--- src/mieu_pkg.sv ---
// Package with command codes, state and control types for the integer execute unit.
`default_nettype none
package mieu_pkg;
  typedef enum logic [4:0] {
    CMD_SLL = 5'd0, CMD_SRL = 5'd1, CMD_SRA = 5'd2, CMD_SLT = 5'd3, CMD_SLTU = 5'd4,
    CMD_SLTI = 5'd5, CMD_SLTIU = 5'd6, CMD_AND = 5'd7, CMD_ANDI = 5'd8, CMD_ORI = 5'd9,
    CMD_OR = 5'd10, CMD_MULT = 5'd11, CMD_DIVU = 5'd12, CMD_ADDI = 5'd13,
    CMD_ADDU = 5'd14, CMD_ADDIU = 5'd15, CMD_DADDU = 5'd16, CMD_DADDI = 5'd17,
    CMD_MFHI = 5'd18, CMD_MFLO = 5'd19, CMD_SYNC = 5'd20, CMD_SUBU = 5'd21,
    CMD_MOVN = 5'd22
  } cmd_t;

  typedef enum logic [2:0] {
    ST_IDLE, ST_READ, ST_EXEC, ST_MUL, ST_DIV, ST_DONE
  } state_t;

  // Start and completion signals between sequencer and the multiply/divide unit.
  typedef struct packed {
    logic start_mul;
    logic start_div;
  } md_ctrl_t;

  typedef struct packed {
    logic done;
  } md_stat_t;

  function automatic logic [63:0] sext32(input logic [31:0] v);
    sext32 = {{32{v[31]}}, v};
  endfunction

  function automatic logic [63:0] sext16(input logic [15:0] v);
    sext16 = {{48{v[15]}}, v};
  endfunction
endpackage
`default_nettype wire

--- src/mips_integer_execute_unit.sv ---
// Top level of the integer execute unit: sequencer, register file, ALU and multiply/divide.
`default_nettype none
// One word is taken when start is high and busy is low; its result appears for one cycle
// with done high and cannot be stalled. Register file reads go through two ports of the
// 32x64 register RAM; every command passes the read and execute states (register write in
// execute); mult and divu with a nonzero divisor then go to the bit-serial multiply/divide unit.
// The register file is cleared after reset over all 32 entries, while busy is high.
module mips_integer_execute_unit (
  input  wire logic        clk,
  input  wire logic        rst,
  input  wire logic        start,
  output      logic        busy,
  input  wire logic [4:0]  command,
  input  wire logic [4:0]  source_index,
  input  wire logic [4:0]  target_index,
  input  wire logic [4:0]  dest_index,
  input  wire logic [4:0]  shift_amount,
  input  wire logic [15:0] immediate,
  output      logic        done,
  output      logic        reg_write,
  output      logic [4:0]  write_index,
  output      logic [63:0] write_value,
  output      logic        hilo_write,
  output      logic [63:0] hi_value,
  output      logic [63:0] lo_value
);
  import mieu_pkg::*;

  state_t      state;
  state_t      state_next;
  logic        clearing;
  logic [4:0]  clr_idx;
  cmd_t        cmd;
  logic [4:0]  rs_q;
  logic [4:0]  rt_q;
  logic [4:0]  rd_q;
  logic [4:0]  sa_q;
  logic [15:0] imm_q;
  logic [63:0] a;
  logic [63:0] b;
  logic [63:0] alu_res;
  logic [63:0] hi_reg;
  logic [63:0] lo_reg;
  logic        we;
  logic [4:0]  waddr;
  logic [63:0] wdata;
  md_ctrl_t    md_ctrl;
  md_stat_t    md_stat;
  logic [31:0] md_hi;
  logic [31:0] md_lo;
  logic        wr_c;
  logic [4:0]  widx_c;
  logic [63:0] val_c;

  mieu_ram #(.Width(64), .Depth(32)) u_rf_a (
    .clk(clk), .we(we), .waddr(waddr), .wdata(wdata), .raddr(rs_q), .rdata(a)
  );
  mieu_ram #(.Width(64), .Depth(32)) u_rf_b (
    .clk(clk), .we(we), .waddr(waddr), .wdata(wdata), .raddr(rt_q), .rdata(b)
  );

  mieu_alu u_alu (
    .cmd(cmd), .a(a), .b(b), .sa(sa_q), .imm(imm_q), .result(alu_res)
  );

  mieu_muldiv u_md (
    .clk(clk), .rst(rst), .ctrl(md_ctrl), .op_a(a[31:0]), .op_b(b[31:0]),
    .stat(md_stat), .res_hi(md_hi), .res_lo(md_lo)
  );

  always_comb begin
    wr_c   = 1'b0;
    widx_c = rd_q;
    val_c  = alu_res;
    unique case (cmd) inside
      CMD_SLL, CMD_SRL, CMD_SRA, CMD_SLT, CMD_SLTU, CMD_AND, CMD_OR,
      CMD_ADDU, CMD_DADDU, CMD_SUBU: wr_c = 1'b1;
      CMD_SLTI, CMD_SLTIU, CMD_ANDI, CMD_ORI, CMD_ADDI, CMD_ADDIU, CMD_DADDI: begin
        wr_c   = 1'b1;
        widx_c = rt_q;
      end
      CMD_MFHI: begin
        wr_c  = 1'b1;
        val_c = hi_reg;
      end
      CMD_MFLO: begin
        wr_c  = 1'b1;
        val_c = lo_reg;
      end
      CMD_MOVN: wr_c = (b != 64'd0);
      default: wr_c = 1'b0;
    endcase
  end

  always_comb begin
    we    = clearing;
    waddr = clr_idx;
    wdata = '0;
    if (!clearing && state == ST_EXEC && wr_c) begin
      we    = 1'b1;
      waddr = widx_c;
      wdata = val_c;
    end
  end

  always_ff @(posedge clk) begin
    if (rst) begin
      state    <= ST_IDLE;
      clearing <= 1'b1;
      clr_idx  <= '0;
    end else begin
      state <= state_next;
      if (clearing) begin
        clr_idx <= clr_idx + 5'd1;
        if (clr_idx == 5'd31) begin
          clearing <= 1'b0;
        end
      end
    end
  end

  always_comb begin
    state_next = state;
    md_ctrl    = '0;
    unique case (state)
      ST_IDLE: if (start && !busy) state_next = ST_READ;
      ST_READ: state_next = ST_EXEC;
      ST_EXEC: begin
        if (cmd == CMD_MULT) begin
          md_ctrl.start_mul = 1'b1;
          state_next        = ST_MUL;
        end else if (cmd == CMD_DIVU && b[31:0] != 32'd0) begin
          md_ctrl.start_div = 1'b1;
          state_next        = ST_DIV;
        end else begin
          state_next = ST_IDLE;
        end
      end
      ST_MUL, ST_DIV: if (md_stat.done) state_next = ST_DONE;
      ST_DONE: state_next = ST_IDLE;
      default: state_next = ST_IDLE;
    endcase
  end

  assign busy = clearing || (state != ST_IDLE);

  always_ff @(posedge clk) begin
    if (state == ST_IDLE && start && !busy) begin
      cmd   <= cmd_t'(command);
      rs_q  <= source_index;
      rt_q  <= target_index;
      rd_q  <= dest_index;
      sa_q  <= shift_amount;
      imm_q <= immediate;
    end
  end

  always_ff @(posedge clk) begin
    if (rst) begin
      hi_reg      <= '0;
      lo_reg      <= '0;
      done        <= 1'b0;
      hilo_write  <= 1'b0;
      reg_write   <= 1'b0;
      write_index <= '0;
      write_value <= '0;
    end else begin
      done       <= 1'b0;
      hilo_write <= 1'b0;
      if (state == ST_EXEC && state_next == ST_IDLE) begin
        done        <= 1'b1;
        reg_write   <= wr_c;
        write_index <= wr_c ? widx_c : 5'd0;
        write_value <= wr_c ? val_c : 64'd0;
      end
      if ((state == ST_MUL || state == ST_DIV) && md_stat.done) begin
        hi_reg <= sext32(md_hi);
        lo_reg <= sext32(md_lo);
      end
      if (state == ST_DONE) begin
        done        <= 1'b1;
        hilo_write  <= 1'b1;
        reg_write   <= 1'b0;
        write_index <= '0;
        write_value <= '0;
      end
    end
  end

  assign hi_value = hi_reg;
  assign lo_value = lo_reg;
endmodule
`default_nettype wire

--- src/mieu_ram.sv ---
// Generic single-port-write, one-port-read RAM with registered read.
`default_nettype none
module mieu_ram #(
  parameter int unsigned Width = 64,
  parameter int unsigned Depth = 32
) (
  input  wire logic                     clk,
  input  wire logic                     we,
  input  wire logic [$clog2(Depth)-1:0] waddr,
  input  wire logic [Width-1:0]         wdata,
  input  wire logic [$clog2(Depth)-1:0] raddr,
  output      logic [Width-1:0]         rdata
);
  logic [Width-1:0] mem [Depth];

  always_ff @(posedge clk) begin
    if (we) begin
      mem[waddr] <= wdata;
    end
    rdata <= mem[raddr];
  end
endmodule
`default_nettype wire

--- src/mieu_muldiv.sv ---
// Iterative shared multiply/divide unit: one bit of the operation per cycle.
`default_nettype none
module mieu_muldiv (
  input  wire logic                clk,
  input  wire logic                rst,
  input  wire mieu_pkg::md_ctrl_t  ctrl,
  input  wire logic [31:0]         op_a,
  input  wire logic [31:0]         op_b,
  output      mieu_pkg::md_stat_t  stat,
  output      logic [31:0]         res_hi,
  output      logic [31:0]         res_lo
);
  import mieu_pkg::*;

  logic        busy;
  logic        is_div;
  logic [5:0]  count;
  logic [63:0] acc;
  logic [63:0] mcand;
  logic [31:0] mplier;
  logic [31:0] rem;
  logic [31:0] quo;
  logic [31:0] dvsr;
  logic [32:0] rem_shift;
  logic [32:0] rem_diff;

  assign rem_shift = {rem, quo[31]};
  assign rem_diff  = rem_shift - {1'b0, dvsr};

  always_ff @(posedge clk) begin
    if (rst) begin
      busy     <= 1'b0;
      stat     <= '0;
      count    <= '0;
      is_div   <= 1'b0;
    end else begin
      stat.done <= 1'b0;
      if (ctrl.start_mul || ctrl.start_div) begin
        busy   <= 1'b1;
        is_div <= ctrl.start_div;
        count  <= 6'd32;
      end else if (busy) begin
        count <= count - 6'd1;
        if (count == 6'd1) begin
          busy      <= 1'b0;
          stat.done <= 1'b1;
        end
      end
    end
  end

  always_ff @(posedge clk) begin
    if (ctrl.start_mul || ctrl.start_div) begin
      acc    <= '0;
      mcand  <= sext32(op_a);
      mplier <= op_b;
      rem    <= '0;
      quo    <= op_a;
      dvsr   <= op_b;
    end else if (busy) begin
      if (is_div) begin
        if (!rem_diff[32]) begin
          rem <= rem_diff[31:0];
          quo <= {quo[30:0], 1'b1};
        end else begin
          rem <= rem_shift[31:0];
          quo <= {quo[30:0], 1'b0};
        end
      end else begin
        // Signed multiplier: bit 31 carries negative weight.
        if (mplier[0]) begin
          if (count == 6'd1) begin
            acc <= acc - mcand;
          end else begin
            acc <= acc + mcand;
          end
        end
        mcand  <= {mcand[62:0], 1'b0};
        mplier <= {1'b0, mplier[31:1]};
      end
    end
  end

  assign res_hi = is_div ? rem : acc[63:32];
  assign res_lo = is_div ? quo : acc[31:0];
endmodule
`default_nettype wire

--- src/mieu_alu.sv ---
// Combinational ALU for shifts, compares, logic, adds, subtracts and the movn pass-through.
`default_nettype none
module mieu_alu (
  input  wire mieu_pkg::cmd_t cmd,
  input  wire logic [63:0]    a,
  input  wire logic [63:0]    b,
  input  wire logic [4:0]     sa,
  input  wire logic [15:0]    imm,
  output      logic [63:0]    result
);
  import mieu_pkg::*;

  logic [63:0] imm_s;
  logic [31:0] sum32;
  logic [31:0] sum32i;
  logic [31:0] diff32;

  assign imm_s  = sext16(imm);
  assign sum32  = a[31:0] + b[31:0];
  assign sum32i = a[31:0] + imm_s[31:0];
  assign diff32 = a[31:0] - b[31:0];

  always_comb begin
    result = '0;
    case (cmd)
      CMD_SLL:   result = sext32(b[31:0] << sa);
      CMD_SRL:   result = sext32(b[31:0] >> sa);
      CMD_SRA:   result = sext32(32'($signed(b[31:0]) >>> sa));
      CMD_SLT:   result = {63'd0, $signed(a) < $signed(b)};
      CMD_SLTU:  result = {63'd0, a < b};
      CMD_SLTI:  result = {63'd0, $signed(a) < $signed(imm_s)};
      CMD_SLTIU: result = {63'd0, a < imm_s};
      CMD_AND:   result = a & b;
      CMD_ANDI:  result = a & {48'd0, imm};
      CMD_ORI:   result = a | {48'd0, imm};
      CMD_OR:    result = a | b;
      CMD_ADDI, CMD_ADDIU: result = sext32(sum32i);
      CMD_ADDU:  result = sext32(sum32);
      CMD_DADDU: result = a + b;
      CMD_DADDI: result = a + imm_s;
      CMD_SUBU:  result = sext32(diff32);
      CMD_MOVN:  result = a;
      default:   result = '0;
    endcase
  end
endmodule
`default_nettype wire

--- config.mk ---
export PLATFORM = sky130hd
export DESIGN_NAME = mips_integer_execute_unit
export DESIGN_NICKNAME = d
export VERILOG_FILES = /design/src/mieu_pkg.sv /design/src/mips_integer_execute_unit.sv /design/src/mieu_ram.sv /design/src/mieu_muldiv.sv /design/src/mieu_alu.sv
export SDC_FILE = /design/constraint.sdc
export NUM_CORES = 2
export LEC_CHECK = 0
export BUFFER_PORTS_ARGS = -buffer_cell sky130_fd_sc_hd__buf_2
export CORE_MARGIN = 2
export CORE_UTILIZATION = 60
export CTS_BUF_LIST = sky130_fd_sc_hd__clkbuf_8
export CTS_CLUSTER_SIZE = 25
export DETAILED_ROUTE_END_ITERATION = 8
export GPL_TIMING_DRIVEN = 0
export HOLD_SLACK_MARGIN = 0.05
export PLACE_DENSITY = 0.76
export SETUP_SLACK_MARGIN = 0.3
export SKIP_CTS_REPAIR_TIMING = 1
export SLEW_MARGIN = 15
export SYNTH_ARGS = -nofsm -noshare
export SYNTH_HDL_FRONTEND = slang
export SYNTH_HIERARCHICAL = 1
export SYNTH_SLANG_ARGS = --single-unit
--- constraint.sdc ---
create_clock -name clk -period 10.5 [get_ports clk]
set_clock_uncertainty 0.1 [all_clocks]
set_input_delay 2.1 -clock clk [delete_from_list [all_inputs] [get_ports clk]]
set_output_delay 2.1 -clock clk [all_outputs]
set_load 0.02 [all_outputs]
Word level (Yosys, flattened, before mapping)
Memories as Yosys holds them, arrays and structs flattened. A register that Yosys moved wholly into a read port is not among the register bits.
Index checks and enable logic that the tools add are counted.

word-level totals
  flip-flop bits (word level) = 451
  bits in latches = 0
  bits in writable memories = 4096
  bits in read-only memories = 0
  input port bits = 44
  output and inout port bits = 201
  word-level logic and storage cells = 158
  memories = 2

memories
  memory      depth  bits a word  read ports  clocked after memory_dff  wr ports  RTL line        text
  u_rf_a.mem  32     64           1           1                         1         mieu_ram.sv:14  logic [Width-1:0] mem [Depth];
  u_rf_b.mem  32     64           1           1                         1         mieu_ram.sv:14

cells by class
  $add $sub $neg = 10
  $mul = 0
  divide/modulo/power cells = 0
  order comparisons = 4
  equal/unequal tests = 29
  shift operators = 3
  muxes and demuxes = 45
  bitwise gates (word level) = 6
  reductions and logical operators = 32

operators by type and width
  kind                count
  $pmux 64 s17        1
  $mux 64             6
  $mux 32             9
  $add 64x64->64      3
  $lt 64x64->1        3
  $pmux 64 s2         1
  $add 32x32->32      2
  $and 64x16->64      1
  $and 64x64->64      1
  $lt 64x16->1        1
  $or 64x16->64       1
  $or 64x64->64       1
  $reduce_bool 64->1  1
  $sub 64x64->64      1
  $eq 5x4->1 const B  8
  $eq 5x5->1 const B  7
  $sub 33x32->33      1
  $reduce_bool 32->1  1
  $shl 32x5->32       1
  $shr 32x5->32       1
  $sshr 32x5->32      1
  $sub 32x32->32      1
  $eq 5x3->1 const B  4
  $reduce_or 19->1    1
  other kinds (29)    71

Logic depth before layout (Yosys ltp)
  depth in word-level cells = 10
  gate-level depth with buffers = 23
  depth with buffers taken out = 21

Modules after synthesis
Netlist, hierarchy kept.

modules (own cells, without submodules)
  module                     times used  cells an instance  area an instance (µm²)  sequential area each (µm²)
  mieu_ram                   2           3097               78964.5                 62780.2
  mieu_alu                   1           2839               19653.8                 0.0
  mieu_muldiv                1           1963               17317.9                 6906.6
  mips_integer_execute_unit  1           880                8077.7                  4134.0

Worst setup path before layout
No wires, ideal clock.

  kind = reg2reg
  from = register u_md.is_div
  to = register u_md.mcand[0], enable pin
  setup time = 0.684 ns
  data arrival time = 7.665 ns
  required time = 9.716 ns
  slack = 2.052 ns
  stages on the path, launching flop included = 5
  buffers on the path = 3
  period minus slack after synthesis = 8.448 ns
  cells stage by stage = dfxtp_1 clkbuf_1 clkbuf_1 clkbuf_1 o21ai_0

between the ends
  cells in the longest elaborated chain, start to end = 2

RTL lines
  element                            RTL line           text
  start: declaration                 mieu_muldiv.sv:16  logic is_div;
  start signal: assignment           mieu_muldiv.sv:40  is_div <= ctrl.start_div;
  $ne 2x2->1 (no source line)        -
  $reduce_and 2->1 (no source line)  -
  end signal: assignment             mieu_muldiv.sv:55  mcand <= sext32(op_a);
  end signal: assignment             mieu_muldiv.sv:78  mcand <= {mcand[62:0], 1'b0};
  end: declaration                   mieu_muldiv.sv:19  logic [63:0] mcand;

No other way between the ends.
A chain may end at the register's enable or synchronous reset.

Worst setup path in the final report
  from = register cmd[4]
  to = memory u_rf_b.mem[8][54] (data pin)

between the ends
  cells in the longest elaborated chain, start to end = 5
  elaborated cells on any way between the ends = 27
  classes of those cells = eq/ne: 19; mux: 4; reduce/logical: 4

RTL lines
  element                   RTL line                          text
  start: declaration        mips_integer_execute_unit.sv:33   cmd_t cmd;
  start signal: assignment  mips_integer_execute_unit.sv:149  cmd <= cmd_t'(command);
  $eq 5x4->1                mieu_alu.sv:25                    case (cmd)
  $reduce_or 2->1           mieu_alu.sv:25
  $pmux 64 s17 *            mieu_alu.sv:25
  via alu_res[54]           mips_integer_execute_unit.sv:41   logic [63:0] alu_res;
  $pmux 64 s2 *             mips_integer_execute_unit.sv:75   unique case (cmd) inside
  $mux 64 *                 mips_integer_execute_unit.sv:99   if (!clearing && state == ST_EXEC && wr_c) begin
  via wdata[54]             mips_integer_execute_unit.sv:46   logic [63:0] wdata;
  end: declaration          mieu_ram.sv:14

The timed path passes the listed nets; every way through them passes the cells marked *.

==> Implementation_results.wiki <==
{| class="wikitable"
! Metric !! Value
|-
| Vias per cell || between 7 and 8
|-
| Total negative setup slack || 0 ps
|-
| Areal power density over the cells || between 150 and 200 nW/um2
|-
| Leak pwr || approximately 77 nW
|-
| Worst hold start || write_value[51]
|-
| Antenna Nets Post-Route || 0
|-
| Startpoint types || register
|-
| Number of warnings issued by yosys || 6
|-
| GRT Util Overall || approximately 43%
|-
| Depth of the worst hold-timing path || 1
|-
| Post-layout min period || approximately 10000 ps
|-
| Clock network latency to the later pin of the worst-skew pair || between 1000 and 1500 ps
|-
| Max_cap viols || 0
|-
| Chip height || 586 um
|-
| Slowest library cell on the worst path || sky130_fd_sc_hd__edfxtp_1
|-
| Number of antenna violations at the first check in global routing || 48
|-
| Number of standard cells in the final layout excluding fillers || around 18k
|-
| Fraction of post-synthesis cell area in the top cell type by area || between 60% and 70%
|-
| Full die area || approximately 340000 um2
|-
| Relative slew margins || under 10%
|-
| Signed area change from the synthesized netlist to the final layout || 14.7%
|-
| Pin count of the biggest net entering global routing || between 40 and 50
|-
| Weighted congestion at the end of routability-driven global placement || 1.05
|-
| Ys flop type || sky130_fd_sc_hd__edfxtp_1
|-
| Post-Syn Area || 203000 um2
|-
| Achievable clock frequency || around 100 MHz
|-
| Worst reg2reg path depth || 21
|-
| Final Hold Viols || 0
|-
| Largest stage delay on the critical path || about 1000 ps
|-
| Number of optimization iterations in the first detailed-route pass || 7
|-
| Starting utilization of the core area || approximately three fifths
|-
| Number of input and output port buffers inserted || approximately 240
|-
| Worst-Margin Slew || 1360 ps
|-
| Final design utilization || ~70%
|-
| Post-Route Hold Slack || 365 ps
|-
| Inst Count DP || 17.0k
|-
| Arr. time, crit path || approximately 11000 ps
|-
| Worst-path fanout max || 33
|-
| Setup repair after global routing missed its margin || no
|-
| Sequential cell area fraction in the yosys report || approximately 67%
|-
| Buffers and inverters on the worst path || 3
|-
| DPL Wire Length || roughly 530000 um
|-
| Type of the worst setup path || reg2reg
|-
| Yosys cell types || roughly 110
|-
| Total clock buffers created by CTS || around 710
|-
| Count of pins on the block boundary || ~250
|-
| Maximum count of clock buffers along a single path || 4
|-
| Hold Path End || write_value[51]
|-
| Power, Total || around 36 mW
|-
| Clock tree from TritonCTS || yes
|-
| CORE AREA || 337000 um2
|-
| Share of async-settable or async-resettable flops after synthesis || 0%
|-
| Period Utilization, post-route || a little over nine tenths
|-
| First DRT Iteration DRCs || around 22k
|-
| R2r setup slk || ~220 ps
|-
| Share of post-route cells with drive strength above 1 || 26.1%
|-
| Cell taking the most area after synthesis || sky130_fd_sc_hd__edfxtp_1
|-
| Most used standard cell by instance count after synthesis || sky130_fd_sc_hd__edfxtp_1
|-
| Top cells by count, synth || 4297 x sky130_fd_sc_hd__edfxtp_1, 1236 x sky130_fd_sc_hd__mux4_2, 850 x sky130_fd_sc_hd__nand2_1, 504 x sky130_fd_sc_hd__nor2_1, 477 x sky130_fd_sc_hd__ha_1
|-
| Register bit total from synthesis || around 4.7k
|-
| Wire length of the first global-routing pass || 1000000 um
|-
| Largest vdd supply drop || between 0.00015 and 0.0002 V
|-
| Reg2reg start || cmd[4]
|-
| Mean routed wirelength per cell || just over 40 um
|-
| Synth Net Count || approximately 12k
|-
| Crit path depth || 21
|-
| Number of nets at the end of the flow || about 14k
|-
| Min-Delay Path Class || reg2reg
|-
| Series of cell instances along the critical path || nand2b_1, nor3_1, nand2_1, clkbuf_1, clkbuf_1, nand2_1, o21ai_0, ha_1, fa_1, nand3_1, a21oi_1, a31oi_2, o21ai_0, a211oi_2, nor3_1, nor3_1, xor2_1, o211ai_1, o21ai_0, nor2_4, buf_16
|-
| Number of design rule violations left after detail routing || 0
|-
| Via count of the first global-routing pass || 126k
|-
| Total number of vias || 129k
|-
| Overall overflow remaining after global route || 0
|-
| CTS clock-pin slew for the worst setup and hold paths || 70 ps
|-
| Cell types occupying the most area after synthesis || sky130_fd_sc_hd__edfxtp_1 64%, sky130_fd_sc_hd__mux4_2 14%, sky130_fd_sc_hd__dfxtp_1 3.7%
|-
| Data required, critical path || around 11000 ps
|-
| Number of enable flip-flop cells after synthesis || around 4.3k
|-
| Synthesized instance count || about 12k
|-
| Pins over their slew limit || 0
|-
| Setup violations, final || 0
|-
| Category of the worst setup path capture point || register
|-
| Endpoint of the worst register-to-register path || u_rf_b/mem[8][54]
|-
| Gate family responsible for the most delay along the worst path || simple AND/OR/NAND/NOR gates
|-
| Avg Inst Size Synth || roughly 17 um2
|-
| Routed Wire Length || 739000 um
|-
| Root Buffer Master || sky130_fd_sc_hd__clkbuf_8
|-
| H-Tree Level Count || 6
|-
| Count of standard-cell rows || ~210
|-
| Status || complete, no violations
|-
| Total number of clock tree sinks || approximately 4.7k
|-
| Die W || roughly 590 um
|}
-- routing by layer --
metal / global-route usage, % / up-vias / routed length, um
met5: 0 / - / 242
met4: 24.7 / 24 / 51400
met3: 12.1 / 2235 / 103000
met2: 64.9 / 11400 / 332000
met1: 56.6 / 65200 / 252000
li1: - / 50400 / -
-- cell type report --
| cell class | instances | area (um2) |
|---|---|---|
| multi-input combinational | 6188 | 63000 |
| clock inverter | 541 | 3250 |
| sequential | 4675 | 137000 |
| clock buffer | 761 | 10500 |
| antenna | 47 | 118 |
| inverter | 301 | 1130 |
| fill | 20400 | 104000 |
| timing repair buffer | 607 | 9010 |
| buffer | 712 | 3440 |
| tap | 4515 | 5650 |
-- how the worst max path moves through the flow --
stage | from | end | slack (ps)
6_report | cmd[4] | u_rf_b/mem[8][54] | 220
5_1_grt | cmd[4] | u_rf_b/mem[19][54] | 580
4_1_cts | cmd[4] | u_rf_b/mem[17][54] | 360
3_5_place_dp | cmd[4] | u_rf_b/mem[31][54] | 440
3_3_place_gp | cmd[4] | u_rf_a/mem[30][42] | -2950
2_1_floorplan | u_md/is_div | u_md/mcand[0] | 2050
-- cell usage in the layout (no fill, tap or decap), types with 373 or more instances in the layout --
cell type / synthesis / layout
sky130_fd_sc_hd__edfxtp_1: 4297 / 4297
sky130_fd_sc_hd__ha_1: 477 / 477
sky130_fd_sc_hd__a21oi_1: 470 / 470
sky130_fd_sc_hd__mux4_2: 1236 / 1236
sky130_fd_sc_hd__o21ai_0: 395 / 373
sky130_fd_sc_hd__inv_1: 298 / 531
sky130_fd_sc_hd__buf_2: 177 / 424
sky130_fd_sc_hd__nand2_1: 850 / 850
sky130_fd_sc_hd__clkbuf_8: 3 / 764
sky130_fd_sc_hd__nor2_1: 504 / 373
-- power breakdown --
group / leakage, nW / switching [mW] / internal, mW
clock: 7.89 / 7.34 / 7.22
sequential: 40.2 / 0.116 / 20.3
combinational: 29.4 / 0.638 / 0.375
total: 77.5 / 8.10 / 27.9
-- worst register-to-register path, delay by kind of cell (launching register included) --
family,cells,cell delay (ps)
adders and majority gates,2,730
and+or+nand+nor,8,3240
DFF,1,1010
AOI/OAI and AO/OA,7,3140
xor gates and xnor gates,1,270
buffers and inverters,3,1450
-- through the flow --
step / setup WS (ps) / cell area [um2]
2_1_floorplan: 2050 / 203000
3_3_place_gp: -2950 / 210000
3_5_place_dp: 437 / 219000
4_1_cts: 358 / 233000
5_1_grt: 582 / 233000
6_report: 221 / 233000
-- registers in the layout, indices dropped and copies added (netlist names), 6 cells and up --
register,flops
u_rf_b/rdata,64
u_md/dvsr,32
u_md/count,6
u_rf_a/mem,2048
hi_value,32
imm_q,16
u_md/acc,64
u_md/quo,32
lo_value,32
u_md/rem,32
u_md/mcand,64
u_md/mplier,32
u_rf_b/mem,2048
u_rf_a/rdata,64
write_value,64
-- kinds of logic after synthesis --
kind of cell,Yosys count,share of synthesized area [%]
adders and majority gates,483,3.00
AOI/OAI and AO/OA,1849,6.11
buffers and inverters,1013,2.23
muxes,1673,16.0
xor gates and xnor gates,244,1.06
and+or+nand+nor,1939,4.30
DFF,4675,67.3
Power figures use the tool's default switching activity.
